File: config.mk
export PLATFORM = sky130hd
export DESIGN_NAME = sfb_queue
export DESIGN_NICKNAME = d
export VERILOG_FILES = /design/src/hdl/sfb_pkg.sv /design/src/hdl/sfb_queue.sv
export SDC_FILE = /design/constraint.sdc
export NUM_CORES = 1
export LEC_CHECK = 0
export BUFFER_PORTS_ARGS = -buffer_cell sky130_fd_sc_hd__buf_4
export CAP_MARGIN = 25
export CELL_PAD_IN_SITES_DETAIL_PLACEMENT = 1
export CELL_PAD_IN_SITES_GLOBAL_PLACEMENT = 1
export CORE_MARGIN = 2
export CORE_UTILIZATION = 39
export CTS_BUF_LIST = sky130_fd_sc_hd__clkbuf_4 sky130_fd_sc_hd__clkbuf_8
export DETAILED_ROUTE_END_ITERATION = 8
export PLACE_DENSITY = 0.79
export SYNTH_ARGS = -nofsm -noshare
export SYNTH_HDL_FRONTEND = slang
export SYNTH_SLANG_ARGS = --single-unit
File: constraint.sdc
create_clock -name clk -period 1.3 [get_ports clk]
set_input_delay 0.13 -clock clk [delete_from_list [all_inputs] [get_ports clk]]
set_output_delay 0.13 -clock clk [all_outputs]
set_load 0.03 [all_outputs]
File: src/hdl/sfb_pkg.sv
// shared types and constants for the serpentine led framebuffer
package sfb_pkg;

    localparam int COLOUR_W    = 24;
    localparam int COORD_W     = 7;
    localparam int BOARD_REG_W = 6;
    localparam int CFG_INDEX_W = 2;
    localparam int WORK_W      = 8;
    localparam int IDX_W       = 13;
    localparam int QUEUE_DEPTH = 2;

    typedef enum logic [1:0] {
        OP_WRITE = 2'd0,
        OP_READ  = 2'd1,
        OP_MOVE  = 2'd2,
        OP_DRAW  = 2'd3
    } opcode_t;

    typedef enum logic [CFG_INDEX_W-1:0] {
        REG_BOARD_WIDTH   = 2'd0,
        REG_BOARD_HEIGHT  = 2'd1,
        REG_COLUMN_WIRING = 2'd2
    } cfg_reg_t;

    typedef enum logic [1:0] {
        F_IDLE,
        F_FIRST,
        F_SECOND
    } front_state_t;

    typedef struct packed {
        logic mem_en;
        logic write_en;
        logic emit;
        logic in_bounds;
    } sfb_ctl_t;

    localparam int CTL_W = $bits(sfb_ctl_t);

endpackage

File: src/hdl/sfb_queue.sv
// short command queue between front and back
module sfb_queue
    import sfb_pkg::*;
#(
    parameter int WIDTH = 8
) (
    input  logic             clk,
    input  logic             rst_n,
    input  logic             push_valid,
    output logic             push_ready,
    input  logic [WIDTH-1:0] push_data,
    output logic             pop_valid,
    input  logic             pop_ready,
    output logic [WIDTH-1:0] pop_data
);

    localparam int PTR_W = $clog2(QUEUE_DEPTH);
    localparam int CNT_W = $clog2(QUEUE_DEPTH + 1);

    logic [WIDTH-1:0] slot_reg [QUEUE_DEPTH];
    logic [PTR_W-1:0] wr_ptr_reg, rd_ptr_reg;
    logic [CNT_W-1:0] count_reg;
    logic             push, pop;

    assign push_ready = (count_reg != CNT_W'(QUEUE_DEPTH));
    assign pop_valid  = (count_reg != '0);
    assign pop_data   = slot_reg[rd_ptr_reg];
    assign push       = push_valid && push_ready;
    assign pop        = pop_valid && pop_ready;

    always_ff @(posedge clk)
    begin
        if (push)
            slot_reg[wr_ptr_reg] <= push_data;
    end

    always_ff @(posedge clk or negedge rst_n)
    begin
        if (!rst_n)
        begin
            wr_ptr_reg <= '0;
            rd_ptr_reg <= '0;
            count_reg  <= '0;
        end
        else
        begin
            if (push)
                wr_ptr_reg <= (wr_ptr_reg == PTR_W'(QUEUE_DEPTH - 1)) ? '0 : wr_ptr_reg + 1'b1;
            if (pop)
                rd_ptr_reg <= (rd_ptr_reg == PTR_W'(QUEUE_DEPTH - 1)) ? '0 : rd_ptr_reg + 1'b1;
            if (push && !pop)
                count_reg <= count_reg + 1'b1;
            else if (pop && !push)
                count_reg <= count_reg - 1'b1;
        end
    end

endmodule

; ---- After elaboration in Yosys (flattened, before gate mapping)
; Memories as Yosys holds them, arrays and structs flattened.
; Index checks and enable logic that the tools add are counted.
[totals]
regBits = 4
ramBits = 16
input_bits = 12
output_inout_bits = 10
word_cells = 23
mem_count = 1
[classes]
addsub = 4
eq_ne = 1
mux = 6
reduce_logical = 8
[mem_list]
columns = name, words, width, read_ports, rd_clocked_by_memory_dff, wr, line
row1 = slot_reg, 2, 8, 1, 0, 1, sfb_queue.sv:20  ; logic [WIDTH-1:0] slot_reg [QUEUE_DEPTH];
[ops]
columns = op, n
row1 = logical AND 1 bit, 4
row2 = 2-to-1 mux 1 bit, 4
row3 = 2-to-1 mux 2 bit, 2
row4 = nonzero test 2 bit, 2
row5 = "adder 1 bit, second input constant", 2
row6 = "adder 2 x 1 -> 2 bit, second input constant", 1
row7 = zero test 1 bit, 2
row8 = "inequality test 2 bit, second input constant", 1
row9 = "subtractor 2 x 1 -> 2 bit, second input constant", 1

; ---- Longest topological paths before layout
[depth]
word_depth = 6
mapped_depth = 7
depth_no_buf = 7

; ---- Worst setup path before layout
; OpenSTA, ideal clock, no wires.
[synth_path]
kind = register to register
from = reg count_reg[0]
to = mem slot_reg[0][0] (enable)
setup_time_ns = 0.370
arrival_time_ns = 1.074
setup_slack_ns = -0.144
stages_incl_launch_ff = 4
n_path_buf = 0
cell_sequence = dfrtp_1 > nand2b_4 > nand2_1 > nor2_1
[synth_between]
elab_chain_cells = 4
[synth_rtl]
columns = element, line
row1 = start: declaration, sfb_queue.sv:22  ; logic [CNT_W-1:0] count_reg;
row2 = start signal: assignment, sfb_queue.sv:52  ; count_reg <= count_reg + 1'b1;
row3 = start signal: assignment, sfb_queue.sv:54  ; count_reg <= count_reg - 1'b1;
row4 = inequality test 2 bit, sfb_queue.sv:25  ; assign push_ready = (count_reg != CNT_W'(QUEUE_DEPTH));
row5 = named net push_ready, sfb_queue.sv:10  ; output logic push_ready,
row6 = logical AND 1 bit, sfb_queue.sv:28  ; assign push = push_valid && push_ready;
row7 = 2-to-1 mux 1 bit, sfb_queue.sv:33  ; if (push)
row8 = 2-to-1 mux 1 bit (not written as such), sfb_queue.sv:34  ; slot_reg[wr_ptr_reg] <= push_data;
row9 = end: declaration, sfb_queue.sv:20
; The timed path passes the listed nets, and every way through them passes these cells.

; ---- Worst setup path in the final report
[layout_path]
from = reg rd_ptr_reg
to = out pop_data[4]
[layout_between]
elab_chain_cells = 1
[layout_rtl]
columns = element, line
row1 = start: declaration, sfb_queue.sv:21  ; logic [PTR_W-1:0] wr_ptr_reg, rd_ptr_reg;
row2 = start signal: assignment, sfb_queue.sv:50  ; rd_ptr_reg <= (rd_ptr_reg == PTR_W'(QUEUE_DEPTH - 1)) ? '0 : rd_ptr_reg + 1'b1;
row3 = memory read (2 x 8 bit), --
row4 = end: declaration, sfb_queue.sv:14  ; output logic [WIDTH-1:0] pop_data
; No other way between the ends.

==> flow_summary_export.csv <==
group,metric,value,unit
critical_path,startpoint,"rd_ptr_reg",
clock_tree,cts_tree,"built",
outcome,status,"finished, violations left",
floorplan,die_h,48.9,um
critical_path,regToRegStartpoint,"count_reg[1]",
logic_synthesis,synth-adder-area-share,1.59,%
critical_path,worstPathRequired,1.17,ns
hold_path,hold_start,"push_data[1]",
run,cap_violations,0,
place,post-place-ws,-0.0464,ns
critical_path,worstReg2RegEnd,"count_reg[1]",
floorplan,num_rows,16,
clock_tree,clk_root_buffer_cell,"clkbuf_4",
sta,finalWorstSetupSlack,-0.138,ns
logic_synthesis,synthFlopType,"edfxtp_1",
logic_synthesis,synthTopCellsByArea,"edfxtp_1 (61%), dfrtp_1 (13%), mux2_2 (11%), xnor2_1 (3.3%), xor2_1 (2.2%)",
critical_path,crit_path_start_kind,"flop",
critical_path,crit_chain,"buf_6 -> mux2_4 -> buf_6",
global_routing,antenna_found_initial,0,
critical_path,crit_path_end,"pop_data[4]",
detailed_routing,detailedRoute.firstPassIterationCount,2,
pwr,p_leak,0.541,nW
detailed_routing,drc,0,
detailed_routing,drtAntennaViolNets,0,
logic_synthesis,ys_seq_area_share,73.8,%
logic_synthesis,synth_xor_area_share,5.56,%
sta,layout_min_cycle_time,1.44,ns
logic_synthesis,post-synth-top-count-cell,"edfxtp_1",
place,hpwlAfterDp,1.06,mm
detailed_routing,wl_per_cell,16.0,um
floorplan,fp.dieArea,2390,um2
sta,setup_tns,-1.17,ns
critical_path,path_max_fanout,4,
logic_synthesis,synth_top_family_by_area,"multiplexers",
detailed_routing,viasPerCell,4.58,
sta,max_freq,695,MHz
logic_synthesis,synth_area,787,um2
clock_tree,worst_skew_pair.late_latency,0.30,ns
critical_path,arrival,1.31,ns
floorplan,ios,22,
clock_tree,cts_buffers,3,
pwr,ir_drop,1570,uV
clock_tree,cts.sinks,20,
critical_path,cpPeakStageDelay,0.43,ns
logic_synthesis,synth_cells,43,
critical_path,path_class,"flop to output pin",
sta,fin_crit_sh,111,%
cells_and_area,nNetsFinal,101,
clock_tree,htree_levels,1,
hold_path,hp-class,"primary input to flop",
place,gp_congestion,0.646,
floorplan,fp.dieW,48.9,um
logic_synthesis,ys_types,14,
place,io_buffers,21,
global_routing,grt_start_max_net_pins,12,
sta,hold_violations,0,
floorplan,initial_core_util,40.5,%
sta,max_slew.worst_pin.slew,0.175,ns
cells_and_area,syn_to_final_growth,65.0,%
logic_synthesis,synth.top_cell.area_share,61.0,%
global_routing,gr-total-overflow,0,
logic_synthesis,synth_compound_area_share,0,%
critical_path,endpoint_kind,"output pin",
global_routing,grt_pass1_wl,2.79,mm
logic_synthesis,synth_edf_count,16,
logic_synthesis,synthTopCellsByCount,"edfxtp_1 (16), mux2_2 (8), dfrtp_1 (4), xnor2_1 (3)",
clock_tree,clk_pin_slew_worst_paths,0.11,ns
outcome,violations,"negative setup slack",
critical_path,reg2reg_depth,6,
logic_synthesis,synthArstFlopShare,20.0,%
sta,slew_violations,0,
detailed_routing,drt_iter0_drc,3,
cells_and_area,largest_reg_flops,16,
sta,setup_viol,10,
logic_synthesis,synth-seq-cells,20,
critical_path,crit_top_cell,"buf_6",
pwr,p_per_area,2420,nW/um2
global_routing,grt_pass1_vias,536,
floorplan,coreArea,1940,um2
logic_synthesis,synth.area.mux_share,11.4,%
logic_synthesis,synthSimpleGateAreaFrac,6.52,%
sta,max-slew-margin-rel,88.3,%
logic_synthesis,syn_nets,56,
global_routing,grt_usage,16.4,%
detailed_routing,vias,522,
detailed_routing,wirelength,1.82,mm
cells_and_area,diodes,0,
logic_synthesis,synth_top_cell_by_area,"edfxtp_1",
critical_path,cp_slowest_cell,"dfrtp_2",
logic_synthesis,avgSynthCellArea,18.3,um2
critical_path,regToRegSetupSlack,-0.06,ns
clock_tree,cts_buffer_depth,2,
logic_synthesis,yosys_warnings,0,
sta,rsz0062_at_grt,"yes",
cells_and_area,drive_gt1_share,66.7,%
sta,skew,0.000889,ns
-- per-layer routing --
metal  share of wire [%]  vias to the layer above  wire (um)  global-route usage, %
met5                   0                        -          0                      0
met4                 3.0                        0         55                   9.52
met3                 3.6                        6         65                   3.07
met2                  53                       17        956                   27.9
met1                  41                      255        742                   19.4
li1                    -                      244          -                      -
-- timing repair --
item	4_1_cts	5_1_grt
buffers inserted	5	2
gates resized for setup	25	5
endpoints found under the setup margin	18	18
hold endpoints to repair	4	8
hold buffers	1	4
pin swaps	4	5
cloned	0	0
-- how the worst min path moves through the flow --
stage | end | slack (ns) | cells after the start
after floorplan | count_reg[0] | -0.17 | 0
after global placement | count_reg[0] | -0.07 | 1
after detailed placement | count_reg[0] | -0.07 | 1
after CTS | slot_reg[0][5] | 0.003 | 1
after global routing | slot_reg[0][6] | 0.0006 | 1
final | slot_reg[0][1] | 0.02 | 1
-- area by class of cell --
class,count,area [um2]
inverter,1,3.75
timing repair buffer,41,397
tap,27,33.8
clock buffer,4,36.3
fill,183,643
sequential,20,582
multi-input combinational,21,246
-- layout by cell type (no fill, tap or decap), drive strengths merged --
cell / n
or2: 1
clkbuf: 4
inv: 1
dfrtp: 4
nor2: 2
and3: 1
nand2b: 1
nand2: 2
edfxtp: 16
dlygate4sd3: 5
xnor2: 3
ha: 1
xor2: 2
buf: 36
mux2: 8
-- critical path: cells and delay by family (launching register included) --
kind     cells  cell delay [ns]
mux          1             0.30
buf+inv      2             0.28
flops        1             0.43
-- through the flow --
stage               cells  power, mW  hold slack (ns)  utilization (%)  instance area (um2)
floorplan              43       1.76           -0.166                -                  792
CTS                   108       3.00          0.00251             62.9                 1220
global route          114       3.30         0.000551             66.9                 1300
finish                114       3.14           0.0172             66.9                 1300
global placement       98       2.24          -0.0697             54.1                 1050
detailed placement     98       2.28          -0.0710             54.1                 1050
-- cells by family after synthesis --
logic type | after synthesis
DFF | 20
muxes | 8
and+or+nand+nor | 7
xor gates and xnor gates | 5
buffers and inverters | 2
adders and majority gates | 1
-- where the power goes --
part	internal, mW	switching (mW)	leakage [nW]	total, mW
clock network	0.171	0.183	0.0210	0.354
registers	0.899	0.0916	0.194	0.991
logic	0.968	0.827	0.326	1.79
total	2.04	1.10	0.541	3.14
(Power assumes the default switching activity.)
