==> src/hdl/sfb_pkg.sv <==
// shared types and constants for the serpentine led framebuffer
package sfb_pkg;

    localparam int COLOUR_W    = 24;
    localparam int COORD_W     = 7;
    localparam int BOARD_REG_W = 6;
    localparam int CFG_INDEX_W = 2;
    localparam int WORK_W      = 8;
    localparam int IDX_W       = 13;
    localparam int QUEUE_DEPTH = 2;

    typedef enum logic [1:0] {
        OP_WRITE = 2'd0,
        OP_READ  = 2'd1,
        OP_MOVE  = 2'd2,
        OP_DRAW  = 2'd3
    } opcode_t;

    typedef enum logic [CFG_INDEX_W-1:0] {
        REG_BOARD_WIDTH   = 2'd0,
        REG_BOARD_HEIGHT  = 2'd1,
        REG_COLUMN_WIRING = 2'd2
    } cfg_reg_t;

    typedef enum logic [1:0] {
        F_IDLE,
        F_FIRST,
        F_SECOND
    } front_state_t;

    typedef struct packed {
        logic mem_en;
        logic write_en;
        logic emit;
        logic in_bounds;
    } sfb_ctl_t;

    localparam int CTL_W = $bits(sfb_ctl_t);

endpackage

==> src/hdl/sfb_front.sv <==
// front end: config registers, cursor, coordinate mapping and command issue
module sfb_front
    import sfb_pkg::*;
#(
    parameter int MAX_SIDE    = 32,
    parameter int PIXEL_COUNT = 1024,
    parameter int CUR_W       = 5,
    parameter int ADDR_W      = 10
) (
    input  logic                   clk,
    input  logic                   rst_n,
    input  logic                   cfg_write,
    input  logic [CFG_INDEX_W-1:0] cfg_index,
    input  logic [BOARD_REG_W-1:0] cfg_data,
    input  logic                   in_valid,
    output logic                   in_ready,
    input  logic [1:0]             opcode,
    input  logic [COORD_W-1:0]     coord_x,
    input  logic [COORD_W-1:0]     coord_y,
    input  logic [COLOUR_W-1:0]    pixel_colour,
    input  logic                   clear_busy,
    output logic                   cmd_valid,
    input  logic                   cmd_ready,
    output sfb_ctl_t               cmd_ctl,
    output logic [ADDR_W-1:0]      cmd_addr,
    output logic [COLOUR_W-1:0]    cmd_colour,
    output logic [CUR_W-1:0]       cmd_col,
    output logic [CUR_W-1:0]       cmd_row
);

    localparam logic [WORK_W-1:0] MAX_SIDE_V  = WORK_W'(MAX_SIDE);
    localparam logic [IDX_W-1:0]  PIX_LIMIT_V = IDX_W'(PIXEL_COUNT);

    front_state_t           state_reg, state_next;
    logic [BOARD_REG_W-1:0] width_reg, height_reg;
    logic                   wiring_reg;
    opcode_t                op_reg;
    logic [COORD_W-1:0]     x_reg, y_reg;
    logic [COLOUR_W-1:0]    colour_reg;
    logic [CUR_W-1:0]       cursor_col_reg, cursor_col_next;
    logic [CUR_W-1:0]       cursor_row_reg, cursor_row_next;

    logic signed [WORK_W-1:0] side_w, side_h;
    logic signed [WORK_W-1:0] cur_x, cur_y, step_x, step_y;
    logic signed [WORK_W-1:0] map_x, map_y;
    logic signed [WORK_W-1:0] sum_x, sum_y;
    logic [CUR_W-1:0]         new_col, new_row;
    logic                     pixel_op;
    logic                     map_ok;
    logic [IDX_W-1:0]         map_idx;
    logic                     in_side;
    logic [WORK_W-1:0]        along;
    logic [WORK_W-1:0]        major;
    logic [WORK_W-1:0]        span;
    logic [2*WORK_W-1:0]      prod;
    logic [IDX_W-1:0]         lin_idx;

    function automatic logic signed [WORK_W-1:0] eff_side(input logic [BOARD_REG_W-1:0] r);
        logic [WORK_W-1:0] v;
        v = WORK_W'(r);
        if (r == '0)
            return WORK_W'(1);
        else if (v > MAX_SIDE_V)
            return MAX_SIDE_V;
        else
            return v;
    endfunction

    function automatic logic [CUR_W-1:0] clamp_axis(input logic signed [WORK_W-1:0] s,
                                                    input logic signed [WORK_W-1:0] side);
        logic signed [WORK_W-1:0] top;
        top = side - WORK_W'(1);
        if (s >= side)
            return top[CUR_W-1:0];
        else if (s < 0)
            return '0;
        else
            return s[CUR_W-1:0];
    endfunction

    // config registers
    always_ff @(posedge clk or negedge rst_n)
    begin
        if (!rst_n)
        begin
            width_reg  <= BOARD_REG_W'(16);
            height_reg <= BOARD_REG_W'(16);
            wiring_reg <= 1'b0;
        end
        else if (cfg_write)
        begin
            case (cfg_index)
                REG_BOARD_WIDTH:   width_reg  <= cfg_data;
                REG_BOARD_HEIGHT:  height_reg <= cfg_data;
                REG_COLUMN_WIRING: wiring_reg <= cfg_data[0];
                default:           ;
            endcase
        end
    end

    // item capture
    always_ff @(posedge clk)
    begin
        if (in_valid && in_ready)
        begin
            op_reg     <= opcode_t'(opcode);
            x_reg      <= coord_x;
            y_reg      <= coord_y;
            colour_reg <= pixel_colour;
        end
    end

    always_ff @(posedge clk or negedge rst_n)
    begin
        if (!rst_n)
        begin
            state_reg      <= F_IDLE;
            cursor_col_reg <= '0;
            cursor_row_reg <= '0;
        end
        else
        begin
            state_reg      <= state_next;
            cursor_col_reg <= cursor_col_next;
            cursor_row_reg <= cursor_row_next;
        end
    end

    // cursor stepping and coordinate mapping
    always_comb
    begin
        side_w   = eff_side(width_reg);
        side_h   = eff_side(height_reg);
        cur_x    = signed'(WORK_W'(cursor_col_reg));
        cur_y    = signed'(WORK_W'(cursor_row_reg));
        step_x   = WORK_W'(signed'(x_reg));
        step_y   = WORK_W'(signed'(y_reg));
        sum_x    = cur_x + step_x;
        sum_y    = cur_y + step_y;
        new_col  = clamp_axis(sum_x, side_w);
        new_row  = clamp_axis(sum_y, side_h);
        pixel_op = (op_reg == OP_WRITE) || (op_reg == OP_READ);

        if (state_reg == F_FIRST && pixel_op)
        begin
            map_x = step_x;
            map_y = step_y;
        end
        else
        begin
            map_x = cur_x;
            map_y = cur_y;
        end

        in_side = (map_x >= 0) && (map_y >= 0) && (map_x < side_w) && (map_y < side_h);
        if (wiring_reg)
        begin
            along = map_x[0] ? WORK_W'(side_h - map_y - WORK_W'(1)) : WORK_W'(map_y);
            major = map_x;
            span  = side_h;
        end
        else
        begin
            along = map_y[0] ? WORK_W'(side_w - map_x - WORK_W'(1)) : WORK_W'(map_x);
            major = map_y;
            span  = side_w;
        end
        prod    = major * span;
        lin_idx = prod[IDX_W-1:0] + IDX_W'(along);
        map_idx = lin_idx;
        map_ok  = in_side && (lin_idx < PIX_LIMIT_V);
    end

    // sequencer
    always_comb
    begin
        state_next      = state_reg;
        cursor_col_next = cursor_col_reg;
        cursor_row_next = cursor_row_reg;
        in_ready        = 1'b0;
        cmd_valid       = 1'b0;
        cmd_ctl         = '0;
        cmd_addr        = map_idx[ADDR_W-1:0];
        cmd_colour      = colour_reg;
        cmd_col         = cursor_col_reg;
        cmd_row         = cursor_row_reg;

        unique case (state_reg)
            F_IDLE:
            begin
                in_ready = !clear_busy;
                if (in_valid && !clear_busy)
                    state_next = F_FIRST;
            end
            F_FIRST:
            begin
                cmd_valid = 1'b1;
                unique case (op_reg)
                    OP_WRITE: cmd_ctl = '{mem_en: map_ok, write_en: 1'b1, emit: 1'b1,
                                          in_bounds: map_ok};
                    OP_READ:  cmd_ctl = '{mem_en: map_ok, write_en: 1'b0, emit: 1'b1,
                                          in_bounds: map_ok};
                    OP_MOVE:
                    begin
                        cmd_ctl = '{mem_en: 1'b0, write_en: 1'b0, emit: 1'b1, in_bounds: 1'b0};
                        cmd_col = new_col;
                        cmd_row = new_row;
                    end
                    OP_DRAW:
                    begin
                        // clear the old cursor pixel first
                        cmd_ctl    = '{mem_en: map_ok, write_en: 1'b1, emit: 1'b0,
                                       in_bounds: 1'b0};
                        cmd_colour = '0;
                    end
                    default: ;
                endcase
                if (cmd_ready)
                begin
                    if (!pixel_op)
                    begin
                        cursor_col_next = new_col;
                        cursor_row_next = new_row;
                    end
                    state_next = (op_reg == OP_DRAW) ? F_SECOND : F_IDLE;
                end
            end
            F_SECOND:
            begin
                cmd_valid = 1'b1;
                cmd_ctl   = '{mem_en: map_ok, write_en: 1'b1, emit: 1'b1, in_bounds: map_ok};
                if (cmd_ready)
                    state_next = F_IDLE;
            end
            default: state_next = F_IDLE;
        endcase
    end

endmodule

==> config.mk <==
export PLATFORM = sky130hd
export DESIGN_NAME = sfb_front
export DESIGN_NICKNAME = d
export VERILOG_FILES = /design/src/hdl/sfb_pkg.sv /design/src/hdl/sfb_front.sv
export SDC_FILE = /design/constraint.sdc
export NUM_CORES = 1
export LEC_CHECK = 0
export BUFFER_PORTS_ARGS = -buffer_cell sky130_fd_sc_hd__buf_2
export CORE_ASPECT_RATIO = 0.7
export CORE_MARGIN = 5
export CORE_UTILIZATION = 55
export CTS_CLUSTER_SIZE = 16
export DETAILED_ROUTE_END_ITERATION = 8
export PLACE_DENSITY = 0.76
export SETUP_SLACK_MARGIN = 0.2
export SYNTH_ARGS = -nofsm -noshare
export SYNTH_HDL_FRONTEND = slang
export SYNTH_SLANG_ARGS = --single-unit
export TNS_END_PERCENT = 20
==> constraint.sdc <==
create_clock -name clk -period 8.7 [get_ports clk]
set_input_delay 1.74 -clock clk [delete_from_list [all_inputs] [get_ports clk]]
set_output_delay 1.74 -clock clk [all_outputs]
set_load 0.005 [all_outputs]
# ---- Word-level counts from Yosys, hierarchy flattened
# Index checks and enable logic that the tools add are counted.
dict set report word_totals {
  regBits 65
  latchBits 0
  mem_bits_rw 0
  rom_bits 0
  in_bits 54
  output_inout_bits 50
  wordCells 92
  n_memories 0
}
dict set report classes {
  n_addsub 9
  multipliers 1
  n_div 0
  order_cmp 11
  n_eq_ne 10
  shift 0
  muxes 30
  bitwise_logic 1
  n_reduce_logical 20
}
# op n
set op_table {}
lappend op_table {{24-bit two-way mux} 2}
lappend op_table {{8-bit two-way mux} 6}
lappend op_table {{5-bit two-way mux} 8}
lappend op_table {{6-bit two-way mux} 5}
lappend op_table {{6-bit by 7-bit adder with 8-bit output} 2}
lappend op_table {{8-bit by 1-bit >= comparator with 1-bit output, second input constant} 2}
lappend op_table {{8-bit by 7-bit >= comparator with 1-bit output} 2}
lappend op_table {{8-bit by 1-bit < comparator with 1-bit output, second input constant} 2}
lappend op_table {{8-bit by 7-bit < comparator with 1-bit output} 2}
lappend op_table {{4-bit one-hot mux with 4 select lines} 1}
lappend op_table {{7-bit by 8-bit subtractor with 8-bit output} 2}
lappend op_table {{8-bit by 2-bit subtractor with 8-bit output, second input constant} 2}
lappend op_table {{13-bit by 8-bit adder with 13-bit output} 1}
lappend op_table {{13-bit by 11-bit < comparator with 1-bit output, second input constant} 1}
lappend op_table {{8-bit by 8-bit multiplier with 13-bit output} 1}
lappend op_table {{6-bit > comparator, second input constant} 2}
lappend op_table {{6-bit logical NOT} 2}
lappend op_table {{5-bit by 2-bit subtractor with 5-bit output, second input constant} 2}
lappend op_table {{2-bit == test, second input constant} 4}
lappend op_table {{2-bit two-way mux} 4}
lappend op_table {{4-bit one-hot mux with 2 select lines} 1}
lappend op_table {{1-bit logical AND} 7}
lappend op_table {{2-bit by 1-bit == test with 1-bit output, second input constant} 3}
lappend op_table {{2-bit logical NOT} 3}
lappend op_table {{other kinds (9)} 15}

# ---- Longest topological paths before layout
# Gate-level depths: netlist of run 1.
dict set report logic_depth {
  word_depth 13
  depth_mapped 23
  ltp_nobuf 22
}

# ---- Least setup slack after synthesis of run 1
# Ideal clock, no wire load.
dict set report synth_timing {
  path_kind {register to output}
  startpoint {reg op_reg[0]}
  endpoint {out cmd_ctl[0] (netlist name)}
  arrival_ns 5.615
  t_required_ns 6.960
  setup_slack_ns 1.345
  path_stages_with_launch 20
  n_path_buf 0
  cell_sequence {edfxtp_1 -> ha_1 -> o21ai_2 -> mux2i_1 -> nand2_1 -> o21ai_0 -> nor2_1 -> fa_1 -> fa_1 -> fa_1 -> inv_1 -> fa_1 -> inv_1 -> ha_1 -> o21a_1 -> o211a_1 -> o41ai_1 -> a21oi_1 -> or3b_1 -> nor4_1}
}
# item line_no
set synth_rtl {}
lappend synth_rtl {{start: declaration} sfb_front.sv:37} ;# opcode_t op_reg;
lappend synth_rtl {{start signal: assignment} sfb_front.sv:106} ;# op_reg <= opcode_t'(opcode);
lappend synth_rtl {{end: declaration} sfb_front.sv:24} ;# output sfb_ctl_t cmd_ctl,

==> results.json, run 1 <==
{
  "cp.required_ns": 6.96,
  "clk_path_buf_depth": 2,
  "clock_latency_ns": 0.33,
  "core_area_um2": 11600,
  "r2r_slack_ns": 5.21,
  "vdd.ir_drop.worst_v": 0.000197,
  "drt-pass1-iter-count": 5,
  "relative_slew_slack": 0.246,
  "cts_tree": "done",
  "final_layout_size_suffix_gt1_frac": 0.207,
  "detailed_place.area_um2": 7120,
  "die_width_um": 139,
  "number_of_routed_nets_with_antenna_violations": 0,
  "first_global_vias": 5575,
  "clockRootBuffer": "sky130_fd_sc_hd__clkbuf_16",
  "final_area_um2": 7540,
  "avgViaCountPerCell": 5.69,
  "clkSinkCount": 65,
  "min_path_type": "reg -> reg",
  "die_area_um2": 14000,
  "power_switching_share": 0.472,
  "dominantRegCellSynth": "sky130_fd_sc_hd__edfxtp_1",
  "fin_tns_setup_ns": 0,
  "routed_wl_um": 17800,
  "place.detailed.hpwl_um": 14800,
  "p_total_mw": 2.75,
  "antennaDiodeCount": 0,
  "grt_antenna_before_repair": 0,
  "worstSetupEndpointType": "output pin",
  "start_util": 0.556,
  "power.density_nw_per_um2": 365,
  "run_status": "finished clean",
  "htree_num_levels": 3,
  "layout_min_cycle_time_ns": 8.09,
  "setup-violations-final": 0,
  "synth-edff-count": 40,
  "syn-cell-area_um2": 6450,
  "grt_first_pass_wirelength_um": 29500,
  "path_max_fanout": 8,
  "post_cts_hold_buffer_count": 0,
  "finalNetCount": 969,
  "rsz0062_at_grt": "false",
  "max_cap_viols": 0,
  "hold_violations": 0,
  "ys_seq_area_frac": 0.284,
  "synth_fp_nets": 865,
  "syn_inst": 694,
  "p_switching_mw": 1.30,
  "timing.final.ws_setup_ns": 0.608,
  "max_slew.worst_pin.slew_ns": 1.13,
  "fraction_of_synthesis_flops_using_an_asynchronous_set_or_reset_pin": 0.385,
  "buffer_ports.inserted": 103,
  "layout-area-overhead-vs-synth_pct": 16.9,
  "routed-via-count": 5467,
  "clock_input_transition_at_the_sequential_cells_of_the_worst_setup_and_hold_paths_ns": 0.06,
  "pin_count_of_the_biggest_net_entering_global_routing": 41,
  "fp.dieH_um": 101,
  "grt_usage": 0.265,
  "global_route.overflow_total": 0,
  "most_used_standard_cells_in_the_synthesized_netlist": "sky130_fd_sc_hd__ha_1 (84), sky130_fd_sc_hd__inv_1 (75), sky130_fd_sc_hd__nor2_1 (68), sky130_fd_sc_hd__nand2_1 (64), sky130_fd_sc_hd__edfxtp_1 (40)",
  "most_instantiated_library_cell_after_synthesis": "sky130_fd_sc_hd__ha_1",
  "ys.warnings.count": 0,
  "final.setup_skew_ns": 0.00508,
  "finalMaxSlewViolations": 0,
  "synth.top_cells.by_area": "sky130_fd_sc_hd__edfxtp_1 (19%), sky130_fd_sc_hd__ha_1 (16%), sky130_fd_sc_hd__fa_1 (10%)",
  "gp_congestion": 0.986,
  "data_arrival_time_of_the_critical_path_ns": 6.35,
  "synthDistinctLibCells": 57,
  "post-synth-top-area-cell": "sky130_fd_sc_hd__edfxtp_1",
  "number_of_drc_violations_after_detailed_routing": 0,
  "synth_area_per_cell_um2": 9.29,
  "share_comb_of_total_power": 0.687,
  "min_period_over_period": 0.930,
  "critical_path.startpoint_type": "flop",
  "violation_count_after_the_first_detailed_route_iteration": 338,
  "seq_power_share": 0.169,
  "boundaryPins": 104,
  "dpl_worst_slack_ns": 0.605,
  "ys_ff_latch": 65,
  "clock_power_share": 0.144,
  "power.static_leakage_nw": 3.75,
  "postLayoutCoreUtil": 0.650,
  "worstSetupPathType": "reg -> out",
  "wl_per_cell_um": 18.6,
  "f_max_ghz": 0.124,
  "count_of_filler_cells_inserted_in_the_layout": 975,
  "cell_internal_pwr_mw": 1.45,
  "row_count": 33,
  "largest_reg_flops": 24,
  "synth_largest_type_area_fraction": 0.186,
  "tritoncts_buffers": 9
}
stage by stage:
step	std cells	hold slack (ns)
2_1_floorplan	694	0.496
5_1_grt	960	0.577
3_3_place_gp	941	0.529
6_report	960	0.548
4_1_cts	957	0.545
3_5_place_dp	941	0.532
per-layer routing:
metal	share of wire	wire, um	up-vias	global-route usage
li1	-	-	2602	-
met1	0.47	8380	2630	0.381
met2	0.43	7740	205	0.415
met3	0.083	1470	30	0.0678
met4	0.013	232	0	0.0376
met5	0	0	-	0
worst max-delay path, cell delays in order (launching register included):
cell and delay [ns]:
sky130_fd_sc_hd__edfxtp_1 0.44, sky130_fd_sc_hd__inv_1 0.12, sky130_fd_sc_hd__ha_1 0.32, sky130_fd_sc_hd__o21ai_4 0.10
sky130_fd_sc_hd__buf_12 0.16, sky130_fd_sc_hd__buf_4 0.13, sky130_fd_sc_hd__nand2_1 0.06, sky130_fd_sc_hd__nand2_1 0.18
sky130_fd_sc_hd__o21ai_1 0.47, sky130_fd_sc_hd__nor2_1 0.14, sky130_fd_sc_hd__fa_1 0.54, sky130_fd_sc_hd__inv_1 0.06
sky130_fd_sc_hd__fa_1 0.47, sky130_fd_sc_hd__inv_1 0.05, sky130_fd_sc_hd__fa_1 0.50, sky130_fd_sc_hd__fa_1 0.49
sky130_fd_sc_hd__ha_1 0.36, sky130_fd_sc_hd__nand3_1 0.14, sky130_fd_sc_hd__o22ai_1 0.11, sky130_fd_sc_hd__o41ai_2 0.26
sky130_fd_sc_hd__a21oi_1 0.11, sky130_fd_sc_hd__or3b_1 0.39, sky130_fd_sc_hd__nor4_1 0.26, sky130_fd_sc_hd__buf_2 0.15
power groups by stage:
stage	Clock [mW]	Combinational [mW]	Sequential, mW
floorplan	0	1.31	0.435
global placement	0	1.76	0.464
detailed placement	0	1.84	0.465
CTS	0.400	1.85	0.460
global route	0.418	2.11	0.473
finish	0.396	1.89	0.466
cells by family (layout without fill, tap and decap cells):
logic type	Yosys count	in the layout	synth area share
and+or+nand+nor	218	218	0.160
buffers and inverters	91	200	0.0547
xor gates and xnor gates	35	35	0.0475
muxes	33	33	0.0537
adders and majority gates	117	117	0.265
DFF	65	65	0.284
AOI/OAI and AO/OA	135	135	0.134
path summary, 6_finish.rpt:
check / endpoint / cells past startpoint / start
max in group asynchronous: cursor_row_reg[3] / 1 / rst_n
worst max register to register: cursor_row_reg[4] / 12 / y_reg[0]
min in group asynchronous: width_reg[0] / 1 / rst_n
worst max-delay path: cmd_ctl[0] / 23 / op_reg[1]
worst min-delay path: width_reg[0] / 1 / width_reg[0]
worst min register to register: width_reg[0] / 1 / width_reg[0]
layout make-up:
type	instances	area [um2]	area share
Timing Repair Buffer	109	573	0.0760
Multi-Input combinational cell	538	4330	0.574
Sequential cell	65	1830	0.243
Inverter	75	282	0.0374
Tap cell	157	196	0.0261
Clock buffer	10	239	0.0317
Clock inverter	6	91.3	0.0121
cell usage in the layout, fill, tap and decap left out, types with 7 or more instances in the layout:
master	Yosys	layout
sky130_fd_sc_hd__edfxtp_1	40	40
sky130_fd_sc_hd__a21o_1	9	9
sky130_fd_sc_hd__buf_2	3	103
sky130_fd_sc_hd__xor2_1	18	18
sky130_fd_sc_hd__fa_1	33	33
sky130_fd_sc_hd__nand2_1	64	64
sky130_fd_sc_hd__o21ai_0	27	25
sky130_fd_sc_hd__nand3_1	9	9
sky130_fd_sc_hd__a21oi_1	33	33
sky130_fd_sc_hd__clkbuf_16	0	9
sky130_fd_sc_hd__xnor2_1	17	17
sky130_fd_sc_hd__ha_1	84	83
sky130_fd_sc_hd__inv_1	75	75
sky130_fd_sc_hd__nor2b_1	10	10
sky130_fd_sc_hd__or2_2	9	9
sky130_fd_sc_hd__nor2_1	68	66
sky130_fd_sc_hd__o21ai_1	15	16
sky130_fd_sc_hd__mux2i_1	20	17
sky130_fd_sc_hd__and2_1	25	25
sky130_fd_sc_hd__o211ai_1	8	8
sky130_fd_sc_hd__mux2_2	13	13
sky130_fd_sc_hd__a211oi_1	7	7
sky130_fd_sc_hd__dfrtp_1	23	23
timing repair:
action / 4_1_cts / 5_1_grt
gates resized for setup: 0 / 13
buffers inserted: 0 / 3
setup endpoints to repair: 0 / 2
(Power assumes the default switching activity.)
==> run 2, diff against run 1 <==
PLACE_DENSITY = 0.83   (was 0.76)
==> run 2 against run 1 <==
  * Total power shrank 2.2%
  * Largest power group unchanged
  * Sequential power is 0.9% lower
  * Clock skew increased by 0.0021 ns
  * Critical path type unchanged
  * Non-clock buffer count shrank 2
  * Highest routed layer unchanged
  * Register-to-register slack got worse by 0.04 ns
==> results.json, run 2 (synthesis results as in run 1) <==
{
  "place.detailed.hpwl_um": 13100,
  "post_cts_hold_buffer_count": 0,
  "p_total_mw": 2.69,
  "cp.required_ns": 6.96,
  "finalNetCount": 968,
  "vdd.ir_drop.worst_v": 0.000190,
  "hold_violations": 0,
  "data_arrival_time_of_the_critical_path_ns": 6.29,
  "clock_latency_ns": 0.33,
  "worstSetupEndpointType": "output pin",
  "clk_path_buf_depth": 2,
  "start_util": 0.556,
  "largest_reg_flops": 24,
  "r2r_slack_ns": 5.17,
  "drt-pass1-iter-count": 6,
  "layout.cells.most_common_list": "sky130_fd_sc_hd__buf_2 (103), sky130_fd_sc_hd__ha_1 (83), sky130_fd_sc_hd__inv_1 (75), sky130_fd_sc_hd__nor2_1 (67), sky130_fd_sc_hd__nand2_1 (64)",
  "grt_usage": 0.241,
  "global_route.overflow_total": 0,
  "layout-area-overhead-vs-synth_pct": 16.4,
  "finalMaxSlewViolations": 0,
  "max_slew.worst_pin.slew_ns": 1.09,
  "antennaDiodeCount": 0,
  "sequential_cell_area_um2": 1830,
  "path_max_fanout": 6,
  "number_of_routed_nets_with_antenna_violations": 0,
  "max_cap_viols": 0,
  "whs_ns": 0.548,
  "min_period_over_period": 0.923,
  "boundaryPins": 104,
  "cts_tree": "done",
  "wl_per_cell_um": 17.3,
  "die_width_um": 139,
  "tritoncts_buffers": 9,
  "buffer_ports.inserted": 103,
  "grt_antenna_before_repair": 0,
  "final_layout_size_suffix_gt1_frac": 0.198,
  "min_path_type": "reg -> reg",
  "setup-violations-final": 0,
  "routed_wl_um": 16600,
  "area_taken_by_multi_input_logic_gates_um2": 4320,
  "final.setup_skew_ns": 0.00716,
  "avgViaCountPerCell": 5.72,
  "power.static_leakage_nw": 3.73,
  "die_area_um2": 14000,
  "htree_num_levels": 3,
  "clockRootBuffer": "sky130_fd_sc_hd__clkbuf_16",
  "violation_count_after_the_first_detailed_route_iteration": 610,
  "stdcell_count": 959,
  "layout_min_cycle_time_ns": 8.03,
  "fin_tns_setup_ns": 0,
  "clkSinkCount": 65,
  "clock_input_transition_at_the_sequential_cells_of_the_worst_setup_and_hold_paths_ns": 0.06,
  "routed-via-count": 5486,
  "critical_path.startpoint_type": "flop",
  "grt_first_pass_wirelength_um": 27100,
  "layout_commonest_cell": "sky130_fd_sc_hd__buf_2",
  "worstSetupPathType": "reg -> out",
  "core_area_um2": 11600,
  "relative_slew_slack": 0.273,
  "pin_count_of_the_biggest_net_entering_global_routing": 41,
  "number_of_drc_violations_after_detailed_routing": 0,
  "detailed_place.area_um2": 7120,
  "first_global_vias": 5277,
  "row_count": 33,
  "fp.dieH_um": 101,
  "power.density_nw_per_um2": 358,
  "gp_congestion": 0.987,
  "rsz0062_at_grt": "false",
  "f_max_ghz": 0.124,
  "count_of_filler_cells_inserted_in_the_layout": 904,
  "placed_cells_incl_taps": 941,
  "run_status": "finished clean",
  "final_area_um2": 7510
}
## run 2: per-stage QoR
stage          worst slack, ns  utilization
2_1_floorplan             1.34            -
3_3_place_gp             0.916        0.614
3_5_place_dp             0.766        0.614
4_1_cts                  0.395        0.643
5_1_grt                  0.288        0.647
6_report                 0.667        0.647
## run 2: metal layers
metal  up-vias  wire length [um]  share of wire  global-route usage
li1       2606                 -              -                   -
met2       273              7160           0.43               0.370
met4         0               230          0.014              0.0474
met3        22              1780           0.11              0.0645
met5         -                 0              0                   0
met1      2585              7440           0.45               0.347
## run 2: critical path: stages, from the launching register on
cell	delay (ns)
sky130_fd_sc_hd__edfxtp_1	0.40
sky130_fd_sc_hd__inv_1	0.09
sky130_fd_sc_hd__ha_1	0.32
sky130_fd_sc_hd__o211ai_1	0.38
sky130_fd_sc_hd__nand2_1	0.21
sky130_fd_sc_hd__mux2i_1	0.53
sky130_fd_sc_hd__nor2_1	0.13
sky130_fd_sc_hd__fa_1	0.54
sky130_fd_sc_hd__fa_1	0.54
sky130_fd_sc_hd__inv_1	0.05
sky130_fd_sc_hd__fa_1	0.50
sky130_fd_sc_hd__fa_1	0.54
sky130_fd_sc_hd__inv_1	0.04
sky130_fd_sc_hd__ha_1	0.37
sky130_fd_sc_hd__o21a_1	0.14
sky130_fd_sc_hd__o211a_1	0.21
sky130_fd_sc_hd__o41ai_2	0.06
sky130_fd_sc_hd__a21oi_1	0.12
sky130_fd_sc_hd__or3b_1	0.39
sky130_fd_sc_hd__nor4_1	0.24
sky130_fd_sc_hd__buf_2	0.15
## run 2: cell type report
| type | count | area share |
|---|---|---|
| clock buffers | 10 | 0.0305 |
| clock inverters | 6 | 0.0142 |
| inverters | 75 | 0.0375 |
| multi-input cells | 539 | 0.575 |
| flip-flops and latches | 65 | 0.244 |
| well taps | 157 | 0.0262 |
| repair buffers | 107 | 0.0727 |
## run 2: timing repair
action                                  in CTS  in global routing
gates resized for setup                      0                  8
buffers inserted                             0                  1
endpoints found under the setup margin       0                  2
## run 2: power by group
group | internal [mW] | switching, mW | leakage [nW]
combinational | 0.780 | 1.04 | 2.90
clock | 0.278 | 0.133 | 0.160
sequential | 0.394 | 0.0683 | 0.678
## run 2: worst paths after layout
path	start	to	depth (start not counted)
setup / recovery	op_reg[0]	cmd_ctl[0]	20
hold / removal	width_reg[0]	width_reg[0]	1
setup reg to reg	y_reg[0]	cursor_row_reg[1]	12
hold reg to reg	width_reg[0]	width_reg[0]	1
max in group asynchronous	rst_n	cursor_row_reg[2]	1
min in group asynchronous	rst_n	width_reg[1]	1
==> run 3, diff against run 2 <==
ABC_AREA = 1   (was default)
PLACE_DENSITY = 0.82   (was 0.83)
==> run 3 against run 2 <==
  * Register-to-register slack gained 0.55 ns
  * Clock-buffer cell count is 1 lower
  * Combinational power rose by 48%
  * Sequential power fell by 2%
  * Fmax increased by 1.2%
  * Clock power is 11% lower
  * Routed wire length increased by 11%
  * Non-clock buffer count is 2 lower
  * Die area rose by 7.4%
  * Setup slack better by 0.099 ns
  * Cell count is 25% higher
  * Utilization is 0.81 points lower
  * Critical path type unchanged
  * Highest routed layer unchanged
==> results.json, run 3 <==
{
  "start_util": 0.561,
  "die_width_um": 145,
  "timing.critical_path.slowest_stage_cell": "sky130_fd_sc_hd__fa_1",
  "clk_path_buf_depth": 2,
  "layout_min_cycle_time_ns": 7.93,
  "grtUsageMet1": 0.385,
  "ys_seq_area_frac": 0.262,
  "grt_usage": 0.253,
  "vdd.ir_drop.worst_v": 0.000309,
  "antennaDiodeCount": 0,
  "core_area_um2": 12400,
  "cp.required_ns": 6.96,
  "postLayoutCoreUtil": 0.639,
  "tritoncts_buffers": 9,
  "violation_count_after_the_first_detailed_route_iteration": 676,
  "most_used_standard_cells_in_the_synthesized_netlist": "sky130_fd_sc_hd__nand2_1 (188), sky130_fd_sc_hd__inv_1 (171), sky130_fd_sc_hd__nor2_1 (105), sky130_fd_sc_hd__ha_1 (84), sky130_fd_sc_hd__nand3_1 (63)",
  "sequential_cell_area_um2": 1830,
  "run_status": "finished clean",
  "timing.critical_path.max_delay_family": "adder cells",
  "synth_largest_type_area_fraction": 0.172,
  "power.density_nw_per_um2": 444,
  "final.setup_skew_ns": 0.00936,
  "worstSetupEndpointType": "output pin",
  "cts_tree": "done",
  "grt_first_pass_wirelength_um": 30500,
  "routed_wl_um": 18400,
  "clock_latency_ns": 0.34,
  "place.detailed.hpwl_um": 15200,
  "number_of_routed_nets_with_antenna_violations": 0,
  "ys.warnings.count": 0,
  "critPathMostFrequentCell": "sky130_fd_sc_hd__nand2_1",
  "dominantRegCellSynth": "sky130_fd_sc_hd__edfxtp_1",
  "f_max_ghz": 0.126,
  "largest_reg_flops": 24,
  "path_max_fanout": 25,
  "htree_num_levels": 3,
  "wl_per_cell_um": 15.4,
  "setup-violations-final": 0,
  "pin_count_of_the_biggest_net_entering_global_routing": 39,
  "drt-pass1-iter-count": 5,
  "synth-edff-count": 40,
  "hold_violations": 0,
  "row_count": 34,
  "routed-via-count": 6493,
  "count_of_filler_cells_inserted_in_the_layout": 1076,
  "power.static_leakage_nw": 4.36,
  "grt_util_met3": 0.0689,
  "post_cts_hold_buffer_count": 0,
  "fin_tns_setup_ns": 0,
  "grt.busiest_layer": "met1",
  "first_global_vias": 6074,
  "syn-cell-area_um2": 6970,
  "die_area_um2": 15100,
  "syn_inst": 927,
  "relative_slew_slack": 0.475,
  "min_period_over_period": 0.912,
  "layout-area-overhead-vs-synth_pct": 13.9,
  "min_path_type": "reg -> reg",
  "final_layout_size_suffix_gt1_frac": 0.175,
  "worstSetupPathType": "reg -> out",
  "clock_input_transition_at_the_sequential_cells_of_the_worst_setup_and_hold_paths_ns": 0.06,
  "number_of_drc_violations_after_detailed_routing": 0,
  "buffer_ports.inserted": 103,
  "synth.top_cells.by_area": "sky130_fd_sc_hd__edfxtp_1 (17%), sky130_fd_sc_hd__ha_1 (15%), sky130_fd_sc_hd__nand2_1 (10%)",
  "ys_ff_latch": 65,
  "grt_util_met2": 0.359,
  "detailed_place.area_um2": 7630,
  "clockRootBuffer": "sky130_fd_sc_hd__clkbuf_16",
  "gp_congestion": 1.01,
  "max_slew.worst_pin.slew_ns": 0.786,
  "placed_cells_incl_taps": 1179,
  "fraction_of_synthesis_flops_using_an_asynchronous_set_or_reset_pin": 0.385,
  "final_area_um2": 7940,
  "worst_path_largest_cell_delay_ns": 0.54,
  "clkSinkCount": 65,
  "layout.cells.most_common_list": "sky130_fd_sc_hd__nand2_1 (188), sky130_fd_sc_hd__inv_1 (171), sky130_fd_sc_hd__nor2_1 (105), sky130_fd_sc_hd__buf_2 (103), sky130_fd_sc_hd__ha_1 (84)",
  "post-synth-top-area-cell": "sky130_fd_sc_hd__edfxtp_1",
  "fp.dieH_um": 104,
  "finalMaxSlewViolations": 0,
  "rsz0062_at_grt": "false",
  "global_route.overflow_total": 0,
  "synthDistinctLibCells": 48,
  "most_instantiated_library_cell_after_synthesis": "sky130_fd_sc_hd__nand2_1",
  "stdcell_count": 1195,
  "area_taken_by_multi_input_logic_gates_um2": 4330,
  "critical_path.n_buffers_inverters": 7,
  "cts_post_setup_buffers_inserted": 0,
  "synth_area_per_cell_um2": 7.52,
  "r2r_slack_ns": 5.72,
  "synth_fp_nets": 1098,
  "max_cap_viols": 0,
  "critical_path.startpoint_type": "flop",
  "layout_commonest_cell": "sky130_fd_sc_hd__nand2_1",
  "post_cts.resized_instances": 0,
  "data_arrival_time_of_the_critical_path_ns": 6.19,
  "finalNetCount": 1199,
  "grt_antenna_before_repair": 0,
  "boundaryPins": 104,
  "avgViaCountPerCell": 5.43
}
## run 3: area by class of cell
class                      instances  share of cell area
multi-input combinational        650               0.546
sequential                        65               0.230
inverter                         197              0.0932
timing repair buffer             105              0.0668
clock buffer                       9              0.0284
tap                              162              0.0255
clock inverter                     7             0.00993
## run 3: cells by family (layout without fill, tap and decap cells)
logic type	Yosys count	after routing	synth area share
DFF	65	65	0.262
and+or+nand+nor	397	397	0.244
AOI/OAI and AO/OA	110	110	0.0985
buffers and inverters	212	318	0.117
adders and majority gates	117	117	0.246
xor gates and xnor gates	26	26	0.0327
## run 3: report_power, final
group | switching (mW) | total [mW] | internal [mW]
Sequential | 0.0582 | 0.453 | 0.394
Clock | 0.143 | 0.367 | 0.224
Combinational | 1.64 | 2.70 | 1.06
Total | 1.84 | 3.52 | 1.68
## run 3: per-stage QoR
| step | hold slack (ns) | setup WS [ns] | power [mW] |
|---|---|---|---|
| after floorplan | 0.470 | 2.02 | 2.37 |
| after global placement | 0.483 | 1.39 | 3.06 |
| after detailed placement | 0.494 | 1.17 | 3.12 |
| after CTS | 0.506 | 0.816 | 3.51 |
| after global routing | 0.542 | 0.380 | 3.91 |
| final | 0.499 | 0.766 | 3.52 |
## run 3: worst paths after layout
| kind | from | end | cells past startpoint |
|---|---|---|---|
| worst min-delay path | width_reg[4] | width_reg[4] | 2 |
| min in group asynchronous | rst_n | width_reg[3] | 1 |
| worst max register to register | x_reg[2] | cursor_col_reg[1] | 16 |
| max in group asynchronous | rst_n | cursor_col_reg[1] | 1 |
| worst max-delay path | op_reg[1] | cmd_ctl[0] | 27 |
| worst min register to register | width_reg[4] | width_reg[4] | 2 |
## run 3: tightest hold or removal path, cell delays in order, from the launching register on
cell and delay (ns):
sky130_fd_sc_hd__dfstp_2 0.37, sky130_fd_sc_hd__nand2_1 0.05, sky130_fd_sc_hd__o21ai_0 0.07
## run 3: routing by layer
metal,part of all wire,routed length [um]
met5,0,0
met3,0.11,2060
met4,0.014,261
met1,0.45,8380
met2,0.42,7750
